<file path="config.mk">
export PLATFORM = sky130hd
export DESIGN_NAME = clamped_sample_statistics
export DESIGN_NICKNAME = d
export VERILOG_FILES = /design/src/hw/rtl/css_pkg.sv /design/src/hw/rtl/css_div.sv /design/src/hw/rtl/css_sqrt.sv /design/src/hw/rtl/css_ctrl.sv /design/src/hw/rtl/css_dp.sv /design/src/hw/rtl/clamped_sample_statistics.sv
export SDC_FILE = /design/constraint.sdc
export NUM_CORES = 2
export LEC_CHECK = 0
export ABC_AREA = 1
export BUFFER_PORTS_ARGS = -buffer_cell sky130_fd_sc_hd__buf_2
export CORE_MARGIN = 2
export CORE_UTILIZATION = 55
export DETAILED_ROUTE_END_ITERATION = 8
export MAX_ROUTING_LAYER = met4
export PLACE_DENSITY = 0.85
export SLEW_MARGIN = 10
export SYNTH_ARGS = -nofsm -noshare
export SYNTH_HDL_FRONTEND = slang
export SYNTH_SLANG_ARGS = --single-unit
</file>
<file path="constraint.sdc">
create_clock -name clk -period 9.6 [get_ports clk]
set_clock_uncertainty 0.1 [all_clocks]
set_input_delay 1.92 -clock clk [delete_from_list [all_inputs] [get_ports clk]]
set_output_delay 1.92 -clock clk [all_outputs]
set_load 0.01 [all_outputs]
</file>
<file path="src/hw/rtl/css_pkg.sv">
// Shared constants, command and status types for the clamped sample statistics block.
`timescale 1ns / 1ps

package css_pkg;

  // Sample width and default set size.
  localparam int SAMPLE_W      = 16;
  localparam int MAX_COUNT_DEF = 1024;

  // Fraction bits of the mean and standard deviation, and of the variance.
  localparam int FRAC_W     = 8;
  localparam int VAR_FRAC_W = 2 * FRAC_W;

  // Result field widths.
  localparam int COUNT_W = 11;
  localparam int MEAN_W  = 24;
  localparam int STD_W   = 24;

  // Stream widths.
  localparam int IN_DATA_W  = 16;
  localparam int OUT_DATA_W = 96;
  localparam int OUT_USER_W = 2;
  localparam int OUT_PAD_W  = OUT_DATA_W - (COUNT_W + 2 * SAMPLE_W + MEAN_W + STD_W);

  // Configuration port.
  localparam int CFG_W     = 16;
  localparam int CFG_IDX_W = 2;

  localparam logic [CFG_IDX_W-1:0] CFG_CLAMP_LOW  = 2'd0;
  localparam logic [CFG_IDX_W-1:0] CFG_CLAMP_HIGH = 2'd1;
  localparam logic [CFG_IDX_W-1:0] CFG_POS_ONLY   = 2'd2;

  localparam logic signed [SAMPLE_W-1:0] CLAMP_LOW_RST  = 16'sd0;
  localparam logic signed [SAMPLE_W-1:0] CLAMP_HIGH_RST = 16'sd15;
  localparam logic                       POS_ONLY_RST   = 1'b1;

  // Commands from the sequencer to the datapath.
  typedef struct packed {
    logic mul_ld;
    logic diff_ld;
    logic div_start;
    logic div_var;
    logic mean_ld;
    logic sqrt_start;
    logic out_ld;
  } css_cmd_t;

  // Status from the datapath to the sequencer.
  typedef struct packed {
    logic empty;
    logic div_done;
    logic sqrt_done;
    logic out_free;
  } css_sts_t;

  typedef enum logic [6:0] {
    S_IDLE = 7'b0000001,
    S_MUL  = 7'b0000010,
    S_DIFF = 7'b0000100,
    S_MDIV = 7'b0001000,
    S_VDIV = 7'b0010000,
    S_SQRT = 7'b0100000,
    S_OUT  = 7'b1000000
  } css_state_t;

endpackage

</file>
<file path="src/hw/rtl/css_div.sv">
// Restoring divider that produces one quotient bit per cycle.
`timescale 1ns / 1ps

module css_div #(
  parameter int DVD_W = 68,
  parameter int DVS_W = 22
) (
  input  logic             clk,
  input  logic             rst_n,
  input  logic             start,
  input  logic [DVD_W-1:0] dividend,
  input  logic [DVS_W-1:0] divisor,
  output logic [DVD_W-1:0] quotient,
  output logic             done
);

  localparam int CW = $clog2(DVD_W + 1);

  logic [DVD_W-1:0] dvd_r, dvd_nxt;
  logic [DVS_W-1:0] dvs_r;
  logic [DVS_W-1:0] rem_r, rem_nxt;
  logic [CW-1:0]    cnt_r;
  logic             busy_r;
  logic             done_r;

  logic [DVS_W:0]   shifted;
  logic [DVS_W:0]   trial;
  logic             ge;

  // The dividend register shifts out its top bit into the remainder and takes
  // the new quotient bit at the bottom.
  always_comb begin
    shifted = {rem_r, dvd_r[DVD_W-1]};
    ge      = shifted >= {1'b0, dvs_r};
    trial   = shifted - {1'b0, dvs_r};
    rem_nxt = ge ? trial[DVS_W-1:0] : shifted[DVS_W-1:0];
    dvd_nxt = {dvd_r[DVD_W-2:0], ge};
  end

  always_ff @(posedge clk) begin
    if (!rst_n) begin
      busy_r <= 1'b0;
      done_r <= 1'b0;
      cnt_r  <= '0;
    end else if (start) begin
      busy_r <= 1'b1;
      done_r <= 1'b0;
      cnt_r  <= CW'(DVD_W);
    end else if (busy_r) begin
      cnt_r <= cnt_r - 1'b1;
      if (cnt_r == CW'(1)) begin
        busy_r <= 1'b0;
        done_r <= 1'b1;
      end
    end
  end

  always_ff @(posedge clk) begin
    if (start) begin
      dvd_r <= dividend;
      dvs_r <= divisor;
      rem_r <= '0;
    end else if (busy_r) begin
      dvd_r <= dvd_nxt;
      rem_r <= rem_nxt;
    end
  end

  assign quotient = dvd_r;
  assign done     = done_r;

endmodule

</file>
<file path="src/hw/rtl/css_sqrt.sv">
// Digit-by-digit integer square root, one result bit per cycle.
`timescale 1ns / 1ps

module css_sqrt #(
  parameter int W = 48
) (
  input  logic           clk,
  input  logic           rst_n,
  input  logic           start,
  input  logic [W-1:0]   radicand,
  output logic [W/2-1:0] root,
  output logic           done
);

  logic [W-1:0] x_r, x_nxt;
  logic [W-1:0] res_r, res_nxt;
  logic [W-1:0] pw4_r;
  logic         busy_r;
  logic         done_r;
  logic [W:0]   trial;
  logic         ge;

  always_comb begin
    trial   = {1'b0, res_r} + {1'b0, pw4_r};
    ge      = {1'b0, x_r} >= trial;
    x_nxt   = ge ? (x_r - trial[W-1:0]) : x_r;
    res_nxt = ge ? ((res_r >> 1) + pw4_r) : (res_r >> 1);
  end

  always_ff @(posedge clk) begin
    if (!rst_n) begin
      busy_r <= 1'b0;
      done_r <= 1'b0;
    end else if (start) begin
      busy_r <= 1'b1;
      done_r <= 1'b0;
    end else if (busy_r && pw4_r[0]) begin
      busy_r <= 1'b0;
      done_r <= 1'b1;
    end
  end

  always_ff @(posedge clk) begin
    if (start) begin
      x_r   <= radicand;
      res_r <= '0;
      pw4_r <= W'(1) << (W - 2);
    end else if (busy_r) begin
      x_r   <= x_nxt;
      res_r <= res_nxt;
      pw4_r <= pw4_r >> 2;
    end
  end

  assign root = res_r[W/2-1:0];
  assign done = done_r;

endmodule

</file>
<file path="src/hw/rtl/css_ctrl.sv">
// Sequencer that walks the end-of-set computation of the statistics block.
`timescale 1ns / 1ps

module css_ctrl
  import css_pkg::*;
(
  input  logic     clk,
  input  logic     rst_n,
  input  logic     in_acc,
  input  logic     in_last,
  input  css_sts_t sts,
  output logic     in_ready,
  output css_cmd_t cmd
);

  css_state_t state_r, state_nxt;

  always_comb begin
    cmd       = '0;
    state_nxt = state_r;
    case (state_r)
      S_IDLE: begin
        if (in_acc && in_last) begin
          state_nxt = S_MUL;
        end
      end
      S_MUL: begin
        if (sts.empty) begin
          state_nxt = S_OUT;
        end else begin
          cmd.mul_ld = 1'b1;
          state_nxt  = S_DIFF;
        end
      end
      S_DIFF: begin
        cmd.diff_ld   = 1'b1;
        cmd.div_start = 1'b1;
        state_nxt     = S_MDIV;
      end
      S_MDIV: begin
        if (sts.div_done) begin
          cmd.mean_ld   = 1'b1;
          cmd.div_start = 1'b1;
          cmd.div_var   = 1'b1;
          state_nxt     = S_VDIV;
        end
      end
      S_VDIV: begin
        if (sts.div_done) begin
          cmd.sqrt_start = 1'b1;
          state_nxt      = S_SQRT;
        end
      end
      S_SQRT: begin
        if (sts.sqrt_done) begin
          state_nxt = S_OUT;
        end
      end
      S_OUT: begin
        if (sts.out_free) begin
          cmd.out_ld = 1'b1;
          state_nxt  = S_IDLE;
        end
      end
      default: begin
        state_nxt = S_IDLE;
      end
    endcase
  end

  always_ff @(posedge clk) begin
    if (!rst_n) begin
      state_r <= S_IDLE;
    end else begin
      state_r <= state_nxt;
    end
  end

  assign in_ready = (state_r == S_IDLE);

endmodule

</file>
<file path="src/hw/rtl/css_dp.sv">
// Datapath: configuration, clamping, accumulators, divider, square root, result register.
`timescale 1ns / 1ps

module css_dp
  import css_pkg::*;
#(
  parameter int MAX_COUNT = MAX_COUNT_DEF
) (
  input  logic                       clk,
  input  logic                       rst_n,
  input  logic                       cfg_we,
  input  logic [CFG_IDX_W-1:0]       cfg_index,
  input  logic [CFG_W-1:0]           cfg_wdata,
  input  logic                       in_acc,
  input  logic signed [SAMPLE_W-1:0] in_sample,
  input  css_cmd_t                   cmd,
  output css_sts_t                   sts,
  input  logic                       out_tready,
  output logic                       out_tvalid,
  output logic [OUT_DATA_W-1:0]      out_tdata,
  output logic [OUT_USER_W-1:0]      out_tuser
);

  localparam int CNT_W = $clog2(MAX_COUNT + 1);
  localparam int SUM_W = CNT_W + SAMPLE_W;
  localparam int SSQ_W = CNT_W + 2 * SAMPLE_W - 2;
  localparam int D_W   = CNT_W + SSQ_W;
  localparam int DVD_W = D_W + VAR_FRAC_W;
  localparam int DVS_W = 2 * CNT_W;
  localparam int Q_W   = 2 * SAMPLE_W + VAR_FRAC_W;

  // Configuration registers.
  logic signed [SAMPLE_W-1:0] clamp_low_r;
  logic signed [SAMPLE_W-1:0] clamp_high_r;
  logic                       pos_only_r;

  always_ff @(posedge clk) begin
    if (!rst_n) begin
      clamp_low_r  <= CLAMP_LOW_RST;
      clamp_high_r <= CLAMP_HIGH_RST;
      pos_only_r   <= POS_ONLY_RST;
    end else if (cfg_we) begin
      case (cfg_index)
        CFG_CLAMP_LOW:  clamp_low_r  <= cfg_wdata[SAMPLE_W-1:0];
        CFG_CLAMP_HIGH: clamp_high_r <= cfg_wdata[SAMPLE_W-1:0];
        CFG_POS_ONLY:   pos_only_r   <= cfg_wdata[0];
        default: ;
      endcase
    end
  end

  // Accumulators.
  logic [CNT_W-1:0]           cnt_r;
  logic signed [SAMPLE_W-1:0] min_r;
  logic signed [SAMPLE_W-1:0] max_r;
  logic signed [SUM_W-1:0]    sum_r;
  logic [SSQ_W-1:0]           ssq_r;
  logic                       ovf_r;

  logic signed [SAMPLE_W-1:0] clamped;
  logic [SAMPLE_W-1:0]        mag;
  logic [2*SAMPLE_W-1:0]      sq;
  logic                       dropped;
  logic                       full;

  always_comb begin
    if (in_sample < clamp_low_r) begin
      clamped = clamp_low_r;
    end else if (in_sample > clamp_high_r) begin
      clamped = clamp_high_r;
    end else begin
      clamped = in_sample;
    end
    dropped = pos_only_r && (clamped[SAMPLE_W-1] || (clamped == '0));
    full    = cnt_r >= CNT_W'(MAX_COUNT);
    mag     = clamped[SAMPLE_W-1] ? (~clamped + 1'b1) : clamped;
    sq      = mag * mag;
  end

  always_ff @(posedge clk) begin
    if (!rst_n || cmd.out_ld) begin
      cnt_r <= '0;
      min_r <= '0;
      max_r <= '0;
      sum_r <= '0;
      ssq_r <= '0;
      ovf_r <= 1'b0;
    end else if (in_acc && !dropped) begin
      if (full) begin
        ovf_r <= 1'b1;
      end else begin
        if (cnt_r == '0 || clamped < min_r) min_r <= clamped;
        if (cnt_r == '0 || clamped > max_r) max_r <= clamped;
        sum_r <= sum_r + SUM_W'(clamped);
        ssq_r <= ssq_r + SSQ_W'(sq);
        cnt_r <= cnt_r + 1'b1;
      end
    end
  end

  // End-of-set products: n*sumsq, |sum|^2 and n^2.
  logic [SUM_W-1:0]   smag;
  logic [D_W-1:0]     prod_a;
  logic [2*SUM_W-1:0] prod_b;
  logic [DVS_W-1:0]   n_sq;
  logic [D_W-1:0]     prod_a_r;
  logic [D_W-1:0]     prod_b_r;
  logic [DVS_W-1:0]   n_sq_r;
  logic [D_W-1:0]     d_r;

  always_comb begin
    smag   = sum_r[SUM_W-1] ? (~sum_r + 1'b1) : sum_r;
    prod_a = cnt_r * ssq_r;
    prod_b = smag * smag;
    n_sq   = cnt_r * cnt_r;
  end

  always_ff @(posedge clk) begin
    if (cmd.mul_ld) begin
      prod_a_r <= prod_a;
      prod_b_r <= prod_b[D_W-1:0];
      n_sq_r   <= n_sq;
    end
    if (cmd.diff_ld) begin
      d_r <= prod_a_r - prod_b_r;
    end
  end

  // One divider serves the mean and then the scaled variance.
  logic [DVD_W-1:0] div_dvd;
  logic [DVS_W-1:0] div_dvs;
  logic [DVD_W-1:0] quot;
  logic             div_done;

  always_comb begin
    if (cmd.div_var) begin
      div_dvd = {d_r, {VAR_FRAC_W{1'b0}}};
      div_dvs = n_sq_r;
    end else begin
      div_dvd = DVD_W'({smag, {FRAC_W{1'b0}}});
      div_dvs = DVS_W'(cnt_r);
    end
  end

  css_div #(
    .DVD_W (DVD_W),
    .DVS_W (DVS_W)
  ) u_div (
    .clk      (clk),
    .rst_n    (rst_n),
    .start    (cmd.div_start),
    .dividend (div_dvd),
    .divisor  (div_dvs),
    .quotient (quot),
    .done     (div_done)
  );

  logic [MEAN_W-1:0] mean_q;
  logic [MEAN_W-1:0] mean_r;

  assign mean_q = quot[MEAN_W-1:0];

  always_ff @(posedge clk) begin
    if (cmd.mean_ld) begin
      mean_r <= sum_r[SUM_W-1] ? (~mean_q + 1'b1) : mean_q;
    end
  end

  logic [Q_W/2-1:0] root;
  logic             sqrt_done;

  css_sqrt #(
    .W (Q_W)
  ) u_sqrt (
    .clk      (clk),
    .rst_n    (rst_n),
    .start    (cmd.sqrt_start),
    .radicand (quot[Q_W-1:0]),
    .root     (root),
    .done     (sqrt_done)
  );

  // Result register.
  logic [CNT_W+COUNT_W-1:0] cnt_ext;
  logic                     out_valid_r;
  logic [OUT_DATA_W-1:0]    out_data_r;
  logic [OUT_USER_W-1:0]    out_user_r;

  assign cnt_ext = {{COUNT_W{1'b0}}, cnt_r};

  always_ff @(posedge clk) begin
    if (!rst_n) begin
      out_valid_r <= 1'b0;
    end else if (cmd.out_ld) begin
      out_valid_r <= 1'b1;
    end else if (out_tready) begin
      out_valid_r <= 1'b0;
    end
  end

  always_ff @(posedge clk) begin
    if (cmd.out_ld) begin
      if (cnt_r == '0) begin
        out_data_r <= '0;
        out_user_r <= {ovf_r, 1'b1};
      end else begin
        out_data_r <= {{OUT_PAD_W{1'b0}}, root[STD_W-1:0], mean_r, max_r, min_r,
                       cnt_ext[COUNT_W-1:0]};
        out_user_r <= {ovf_r, 1'b0};
      end
    end
  end

  assign out_tvalid = out_valid_r;
  assign out_tdata  = out_data_r;
  assign out_tuser  = out_user_r;

  always_comb begin
    sts.empty     = (cnt_r == '0);
    sts.div_done  = div_done;
    sts.sqrt_done = sqrt_done;
    sts.out_free  = !out_valid_r || out_tready;
  end

endmodule

</file>
<file path="src/hw/rtl/clamped_sample_statistics.sv">
// Clamped sample statistics: count, minimum, maximum, mean and standard deviation per set.
// Each input item carries one signed 16-bit sample. The sample is clamped to
// [clamp_low, clamp_high]; with positive_only set, a clamped value of zero or
// below is dropped. Kept samples update a count, minimum, maximum, sum and sum
// of squares; once MAX_COUNT samples are held, further kept samples are ignored
// and raise the overflow flag. The item with tlast set ends the set: after its
// sample is folded in, one result item is produced and the accumulators clear.
// The mean is sum*256/count truncated toward zero, and the standard deviation is
// floor(256*sqrt((n*sumsq - sum^2)/n^2)), both with 8 fraction bits. An empty
// set gives all-zero fields with empty_res set. An item without tlast does not
// stall the input. An item with tlast holds the input off until the end-of-set
// computation is done and its result is loaded; an empty set skips the divider
// and square root. The divider's dividend is 2*CNT_W + 46 bits and the radicand
// 48 bits, with CNT_W = clog2(MAX_COUNT+1). The computation uses one shared
// restoring divider, which gives one quotient bit per cycle and runs once for the
// mean and once for the variance, and the square root unit, which gives one
// result bit per cycle. The result sits in an output register, so a pending
// result does not keep the block from taking the next set's items; the sequencer
// waits only if a new result is ready while the previous one is still not taken.
`timescale 1ns / 1ps

module clamped_sample_statistics
  import css_pkg::*;
#(
  parameter int MAX_COUNT = MAX_COUNT_DEF
) (
  input  logic                  clk,
  input  logic                  rst_n,
  // Configuration write port.
  input  logic                  cfg_we,
  input  logic [CFG_IDX_W-1:0]  cfg_index,
  input  logic [CFG_W-1:0]      cfg_wdata,
  // Sample input.
  input  logic                  in_tvalid,
  output logic                  in_tready,
  input  logic [IN_DATA_W-1:0]  in_tdata,   // [15:0] sample
  input  logic                  in_tlast,
  // Result output.
  output logic                  out_tvalid,
  input  logic                  out_tready,
  output logic [OUT_DATA_W-1:0] out_tdata,  // [10:0] count, [26:11] minimum,
                                            // [42:27] maximum, [66:43] mean,
                                            // [90:67] std_dev, [95:91] zero
  output logic [OUT_USER_W-1:0] out_tuser   // [0] empty_res, [1] overflow
);

  css_cmd_t cmd;
  css_sts_t sts;
  logic     in_acc;

  // An item is taken when both sides of the input handshake agree.
  assign in_acc = in_tvalid && in_tready;

  css_ctrl u_ctrl (
    .clk      (clk),
    .rst_n    (rst_n),
    .in_acc   (in_acc),
    .in_last  (in_tlast),
    .sts      (sts),
    .in_ready (in_tready),
    .cmd      (cmd)
  );

  css_dp #(
    .MAX_COUNT (MAX_COUNT)
  ) u_dp (
    .clk        (clk),
    .rst_n      (rst_n),
    .cfg_we     (cfg_we),
    .cfg_index  (cfg_index),
    .cfg_wdata  (cfg_wdata),
    .in_acc     (in_acc),
    .in_sample  (in_tdata[SAMPLE_W-1:0]),
    .cmd        (cmd),
    .sts        (sts),
    .out_tready (out_tready),
    .out_tvalid (out_tvalid),
    .out_tdata  (out_tdata),
    .out_tuser  (out_tuser)
  );

endmodule

</file>
Word-level counts from Yosys, hierarchy flattened. Cells that the tools add are included.

$add $sub $neg: 12. Multiply operators: 4. Div/mod/pow operators: 0. Order comparisons: 7. Eq/ne operators: 15. Shift-type cells: 0. Mux-type cells: 41. Bitwise gates (word level): 5. Reduce and logical (&&, ||, !) cells: 33.

Operators with widths (number): 68-bit two-way mux (3); 48-bit two-way mux (4); 7-bit two-way mux (8); 11-bit by 41-bit multiplier with 52-bit output (1); 27-bit by 27-bit multiplier with 52-bit output (1); 52-bit subtractor (1); 48-bit by 47-bit adder with 49-bit output (1); 48-bit by 49-bit greater-or-equal comparator with 1-bit output (1); 7-bit case mux with 7 select lines (1); 47-bit by 47-bit adder with 48-bit output (1); 16-bit two-way mux (3); 48-bit subtractor (1); 41-bit by 32-bit adder with 41-bit output (1); 16-bit greater-than comparator (2); 16-bit < comparator (2); 16-bit by 16-bit multiplier with 32-bit output (1); 27-bit by 1-bit adder with 27-bit output (second input constant) (1); 27-bit by 16-bit adder with 27-bit output (1); 27-bit two-way mux (1); 27-bit NOT (1); 24-bit by 1-bit adder with 24-bit output (second input constant) (1); 24-bit two-way mux (1); 24-bit NOT (1); 23-bit by 22-bit greater-or-equal comparator with 1-bit output (1); 36 further kinds (77).

Register bits: 696. Latch bits: 0. Bits in writable memories: 0. Bits in read-only memories: 0. Output and inout bits: 100. Logic and storage cells: 149. Memories kept: 0.

Longest topological paths before layout.
Depth after elaboration: 9. Mapped depth: 56.

Hierarchy. A second synthesis with hierarchy kept.

Cell total of the unflattened synthesis: 11205. Area, all modules: 88532.4 sq um.

Modules (own cells, without submodules): css_dp (instances 1, cells an instance 8010, area an instance 67592.3 sq um); css_sqrt (instances 1, cells an instance 2237, area an instance 13589.3 sq um); css_div (instances 1, cells an instance 861, area an instance 6751.5 sq um); css_ctrl (instances 1, cells an instance 95, area an instance 591.8 sq um); clamped_sample_statistics (instances 1, cells an instance 2, area an instance 7.5 sq um).

Worst setup path after synthesis. No wires, ideal clock.

Kind: input to register. Start point: input port in_tdata[15]. End point: register u_dp.ssq_r[37]. Data arrival time: 10.054 ns. Path slack: -0.617 ns. Stages: 45. Buffers on the path: 3. Cell sequence: ha_1 a21oi_1 o21ai_0 a21oi_1 nand3_1 nand2_2 inv_2 buf_2 nand2_1 nand2_1 inv_1 clkbuf_1 ha_1 nand3_1 nor2_1 nand2_1 o211ai_1 nand2_1 [... 9 more ...] inv_1 fa_1 inv_1 ha_1 nand2_1 inv_1 nand3_1 nor3_1 nand3_1 nand3_1 nand2_1 o211ai_1 a21oi_1 o21ai_0 nand3_1 o21ai_0 nand2_1 nor2_1.

Longest elaborated chain between the ends: 9. Elaborated cells on any way between the ends: 15.

Ends and longest elaborated chain: start, declared (line clamped_sample_statistics.sv:36) `input logic [IN_DATA_W-1:0] in_tdata,`; 16-bit greater-than comparator (line css_dp.sv:69) `end else if (in_sample > clamp_high_r) begin`; 16-bit two-way mux (line css_dp.sv:69); 16-bit two-way mux (*) (line css_dp.sv:67) `if (in_sample < clamp_low_r) begin`; net u_dp.clamped[0] (line css_dp.sv:60) `logic signed [SAMPLE_W-1:0] clamped;`; parallel branches: the longest is 6 deep, another holds 41-bit by 32-bit adder with 41-bit output; end signal, assigned (line css_dp.sv:95) `ssq_r <= ssq_r + SSQ_W'(sq);`; end, declared (line css_dp.sv:57) `logic [SSQ_W-1:0] ssq_r;`.

Mark *: on every way through the listed nets, which the timed path passes. A chain may end at the register's enable or synchronous reset.

Final worst setup path.
Start point: input port in_tdata[9]. End point: register u_dp.ssq_r[31].

Same word-level chain as after synthesis.

==> reports/metrics.cfg <==
[run_status]
status=finished, final reports clean

[clock_tree]
numCtsBuffers=80
numClockSinks=689
clockBufferDepth=3
cts_tree=yes
cts-root-buf=clkbuf_16
h-tree-depth=3
clk_latency_ps=730
clkSlewWorstSetupHoldPaths_ps=60

[sta]
fin_ws_ps=178
setup_viol=0
fin_crit_ps=9420
finalHoldViolCount=0
maxSlewHeadroom_pct=27.5
worst_slew_pin_slew_ps=1090
fmax_ghz=0.106
rsz0062_at_grt=yes
final_max_slew_viol_count=0
period_share_pct=98.1

[worst_setup_path]
crit_path_end_kind=flip-flop
rr_startpoint=u_dp.sum_r[1]$_SDFFE_PP0P_
r2r_setup_slack_ps=460
worstSetupStartpointType=primary input
cp.arrival_ps=9960
rr_endpoint=u_dp.prod_b_r[50]$_DFFE_PP_
crit_slowest_cell=fa_2
cpPeakStageDelay_ps=540
crit_required_ps=10140
worst-r2r-cell-count=44
crit_fanout=7
critical_path_class=in -> reg

[floorplanning]
die-area_um2=157000
fp.dieW_um=397
die_h_um=397
num_rows=144
core_um2=154000
num_io_pins=140
initial_utilization_pct=55.2

[place]
post_dp_cell_area_um2=90000
place_inst=12600
pre_cts_ws_ps=-732
routabilityCongestion=0.991
hpwlAfterDp_mm=189
port_buffers=134

[logic_synthesis]
synth_cell_types=66
synth_edf_count=431
synth-seq-cells=689
synth-warning-count=0
netlist_instances=10300
synth.cell_area_um2=84700
syn_area_per_cell_um2=8.24
seq_area_frac_synth_pct=21.4
async_reset_ff_share_pct=0
ys.flop_type=edfxtp_1

[global_routing]
grt_max_degree=106
grt_pass1_vias=73600
overflow=0
track_usage_pct=31.5
grt_pass1_wl_mm=383
antenna_found_initial=2

[finish]
syn_to_final_growth_pct=11.0
fin_nets=12500
fin_util_pct=61.3
final_area_um2=94000
layoutNonFillerInstCount=12800
layout-drive-gt1-share_pct=9.06

[worst_hold_path]
hold_path_class=reg -> reg
hold_start=u_dp.ovf_r$_SDFFE_PP0P_
hold_depth=0
min_to=u_dp.out_tuser[1]$_DFFE_PP_

[route]
wire_per_inst_um=18.6
first_iter_violations=6229
first_pass_iters=6
dr_total_vias=70300
finalWirelength_mm=238
drtAntennaViolNets=0
viasPerCell=5.51
drc_errors=0

[run]
maxCapViolations=0

## metal layers
layer | vias up | GRT usage, % | part of all wire [%]
li1 | 32500 | - | -
met3 | 737 | 4.38 | 7.6
met4 | 0 | 15.3 | 5.5
met5 | - | - | 0
met2 | 3037 | 51.5 | 48
met1 | 34000 | 38.5 | 39
## worst max path at each step
stage | start | to | slack (ps) | depth (start not counted)
2_1_floorplan | in_tdata[5] | u_dp.ssq_r[37]$_SDFFE_PP0P_ | 20 | 48
3_3_place_gp | in_tdata[11] | u_dp.ssq_r[37]$_SDFFE_PP0P_ | -570 | 45
3_5_place_dp | in_tdata[11] | u_dp.ssq_r[39]$_SDFFE_PP0P_ | -730 | 48
4_1_cts | in_tdata[11] | u_dp.ssq_r[39]$_SDFFE_PP0P_ | 4 | 48
5_1_grt | in_tdata[9] | u_dp.ssq_r[37]$_SDFFE_PP0P_ | -330 | 48
6_report | in_tdata[9] | u_dp.ssq_r[31]$_SDFFE_PP0P_ | 180 | 45
## Yosys cell counts, drive strengths merged, types with 62 or more instances
master,instances,share of area [%]
a21oi,706,4.2
nand3,208,1.2
xor2,256,2.6
a31oi,80,0.61
dfxtp,258,6.1
xnor2,144,1.5
o21ai,491,2.9
nor3,62,0.37
inv,2386,11
nand2,1809,8.1
fa,1162,27
nor2,923,4.1
ha,699,10
clkbuf,234,1.0
edfxtp,431,15
buf,86,0.55
## flip-flops by register name (all words and copies together) (netlist names), 41 cells and up
name                 count
u_dp.prod_b_r           51
u_dp.d_r                52
u_dp.u_sqrt.x_r         48
u_dp.prod_a_r           52
u_dp.out_tdata          91
u_dp.ssq_r              41
u_dp.u_sqrt.res_r       48
u_dp.u_div.quotient     68
## per-stage QoR
stage | setup TNS, ps | hold slack [ps]
after floorplan | 0 | 308
after global placement | -5580 | 319
after detailed placement | -9400 | 341
after CTS | 0 | 345
after global routing | -1920 | 371
final | 0 | 338
## layout by cell type (no fill, tap or decap), types with 21 or more instances in the layout
cell type,instances
o21bai_1,28
o211ai_1,39
xor2_1,254
fa_1,1159
o21ai_0,447
nor2_2,31
o21ai_1,32
inv_1,2351
dfxtp_1,247
a22o_1,24
clkinv_1,22
conb_1,34
nor3_1,51
o21a_1,23
buf_2,128
nand3_1,190
ha_1,668
a21oi_1,687
inv_2,25
nor2_1,874
nand4_1,50
a31oi_1,75
nand2_2,41
clkbuf_16,82
o221ai_1,21
xnor2_1,143
ha_4,27
nand2_1,1754
buf_4,412
edfxtp_1,431
## worst max-delay path: cells and delay by family
family / cells / cell delay (ps)
buffers and inverters: 8 / 800
XOR/XNOR: 1 / 140
AND/OR/NAND/NOR: 18 / 2220
adder cells (fa/ha/maj): 8 / 3470
AO/OA/AOI/OAI: 10 / 1440
## area by class of cell
type,count,area [um^2]
antenna,1,2.50
clock buffer,100,2160
clock inverter,46,543
fill,12800,59500
inverter,2402,9060
multi-input combinational,6911,57600
sequential,689,18100
tap,2044,2560
timing repair buffer,560,4000
## repair_timing
| action | 4_1_cts | 5_1_grt |
|---|---|---|
| endpoints found under the setup margin | 0 | 44 |
| buffers inserted | 0 | 40 |
| hold buffers | 0 | 0 |
| gates resized for setup | 0 | 251 |
## logic make-up after synthesis
kind of cell,synth area share (%)
buf+inv,12.2
fa+ha+maj,37.8
flops,21.4
other cells,0.00886
compound gates,9.93
xor+xnor,4.13
simple gates,14.6
Power is not shown: default switching activity piles up to over one toggle a cycle in this logic, so the estimate is an artifact.
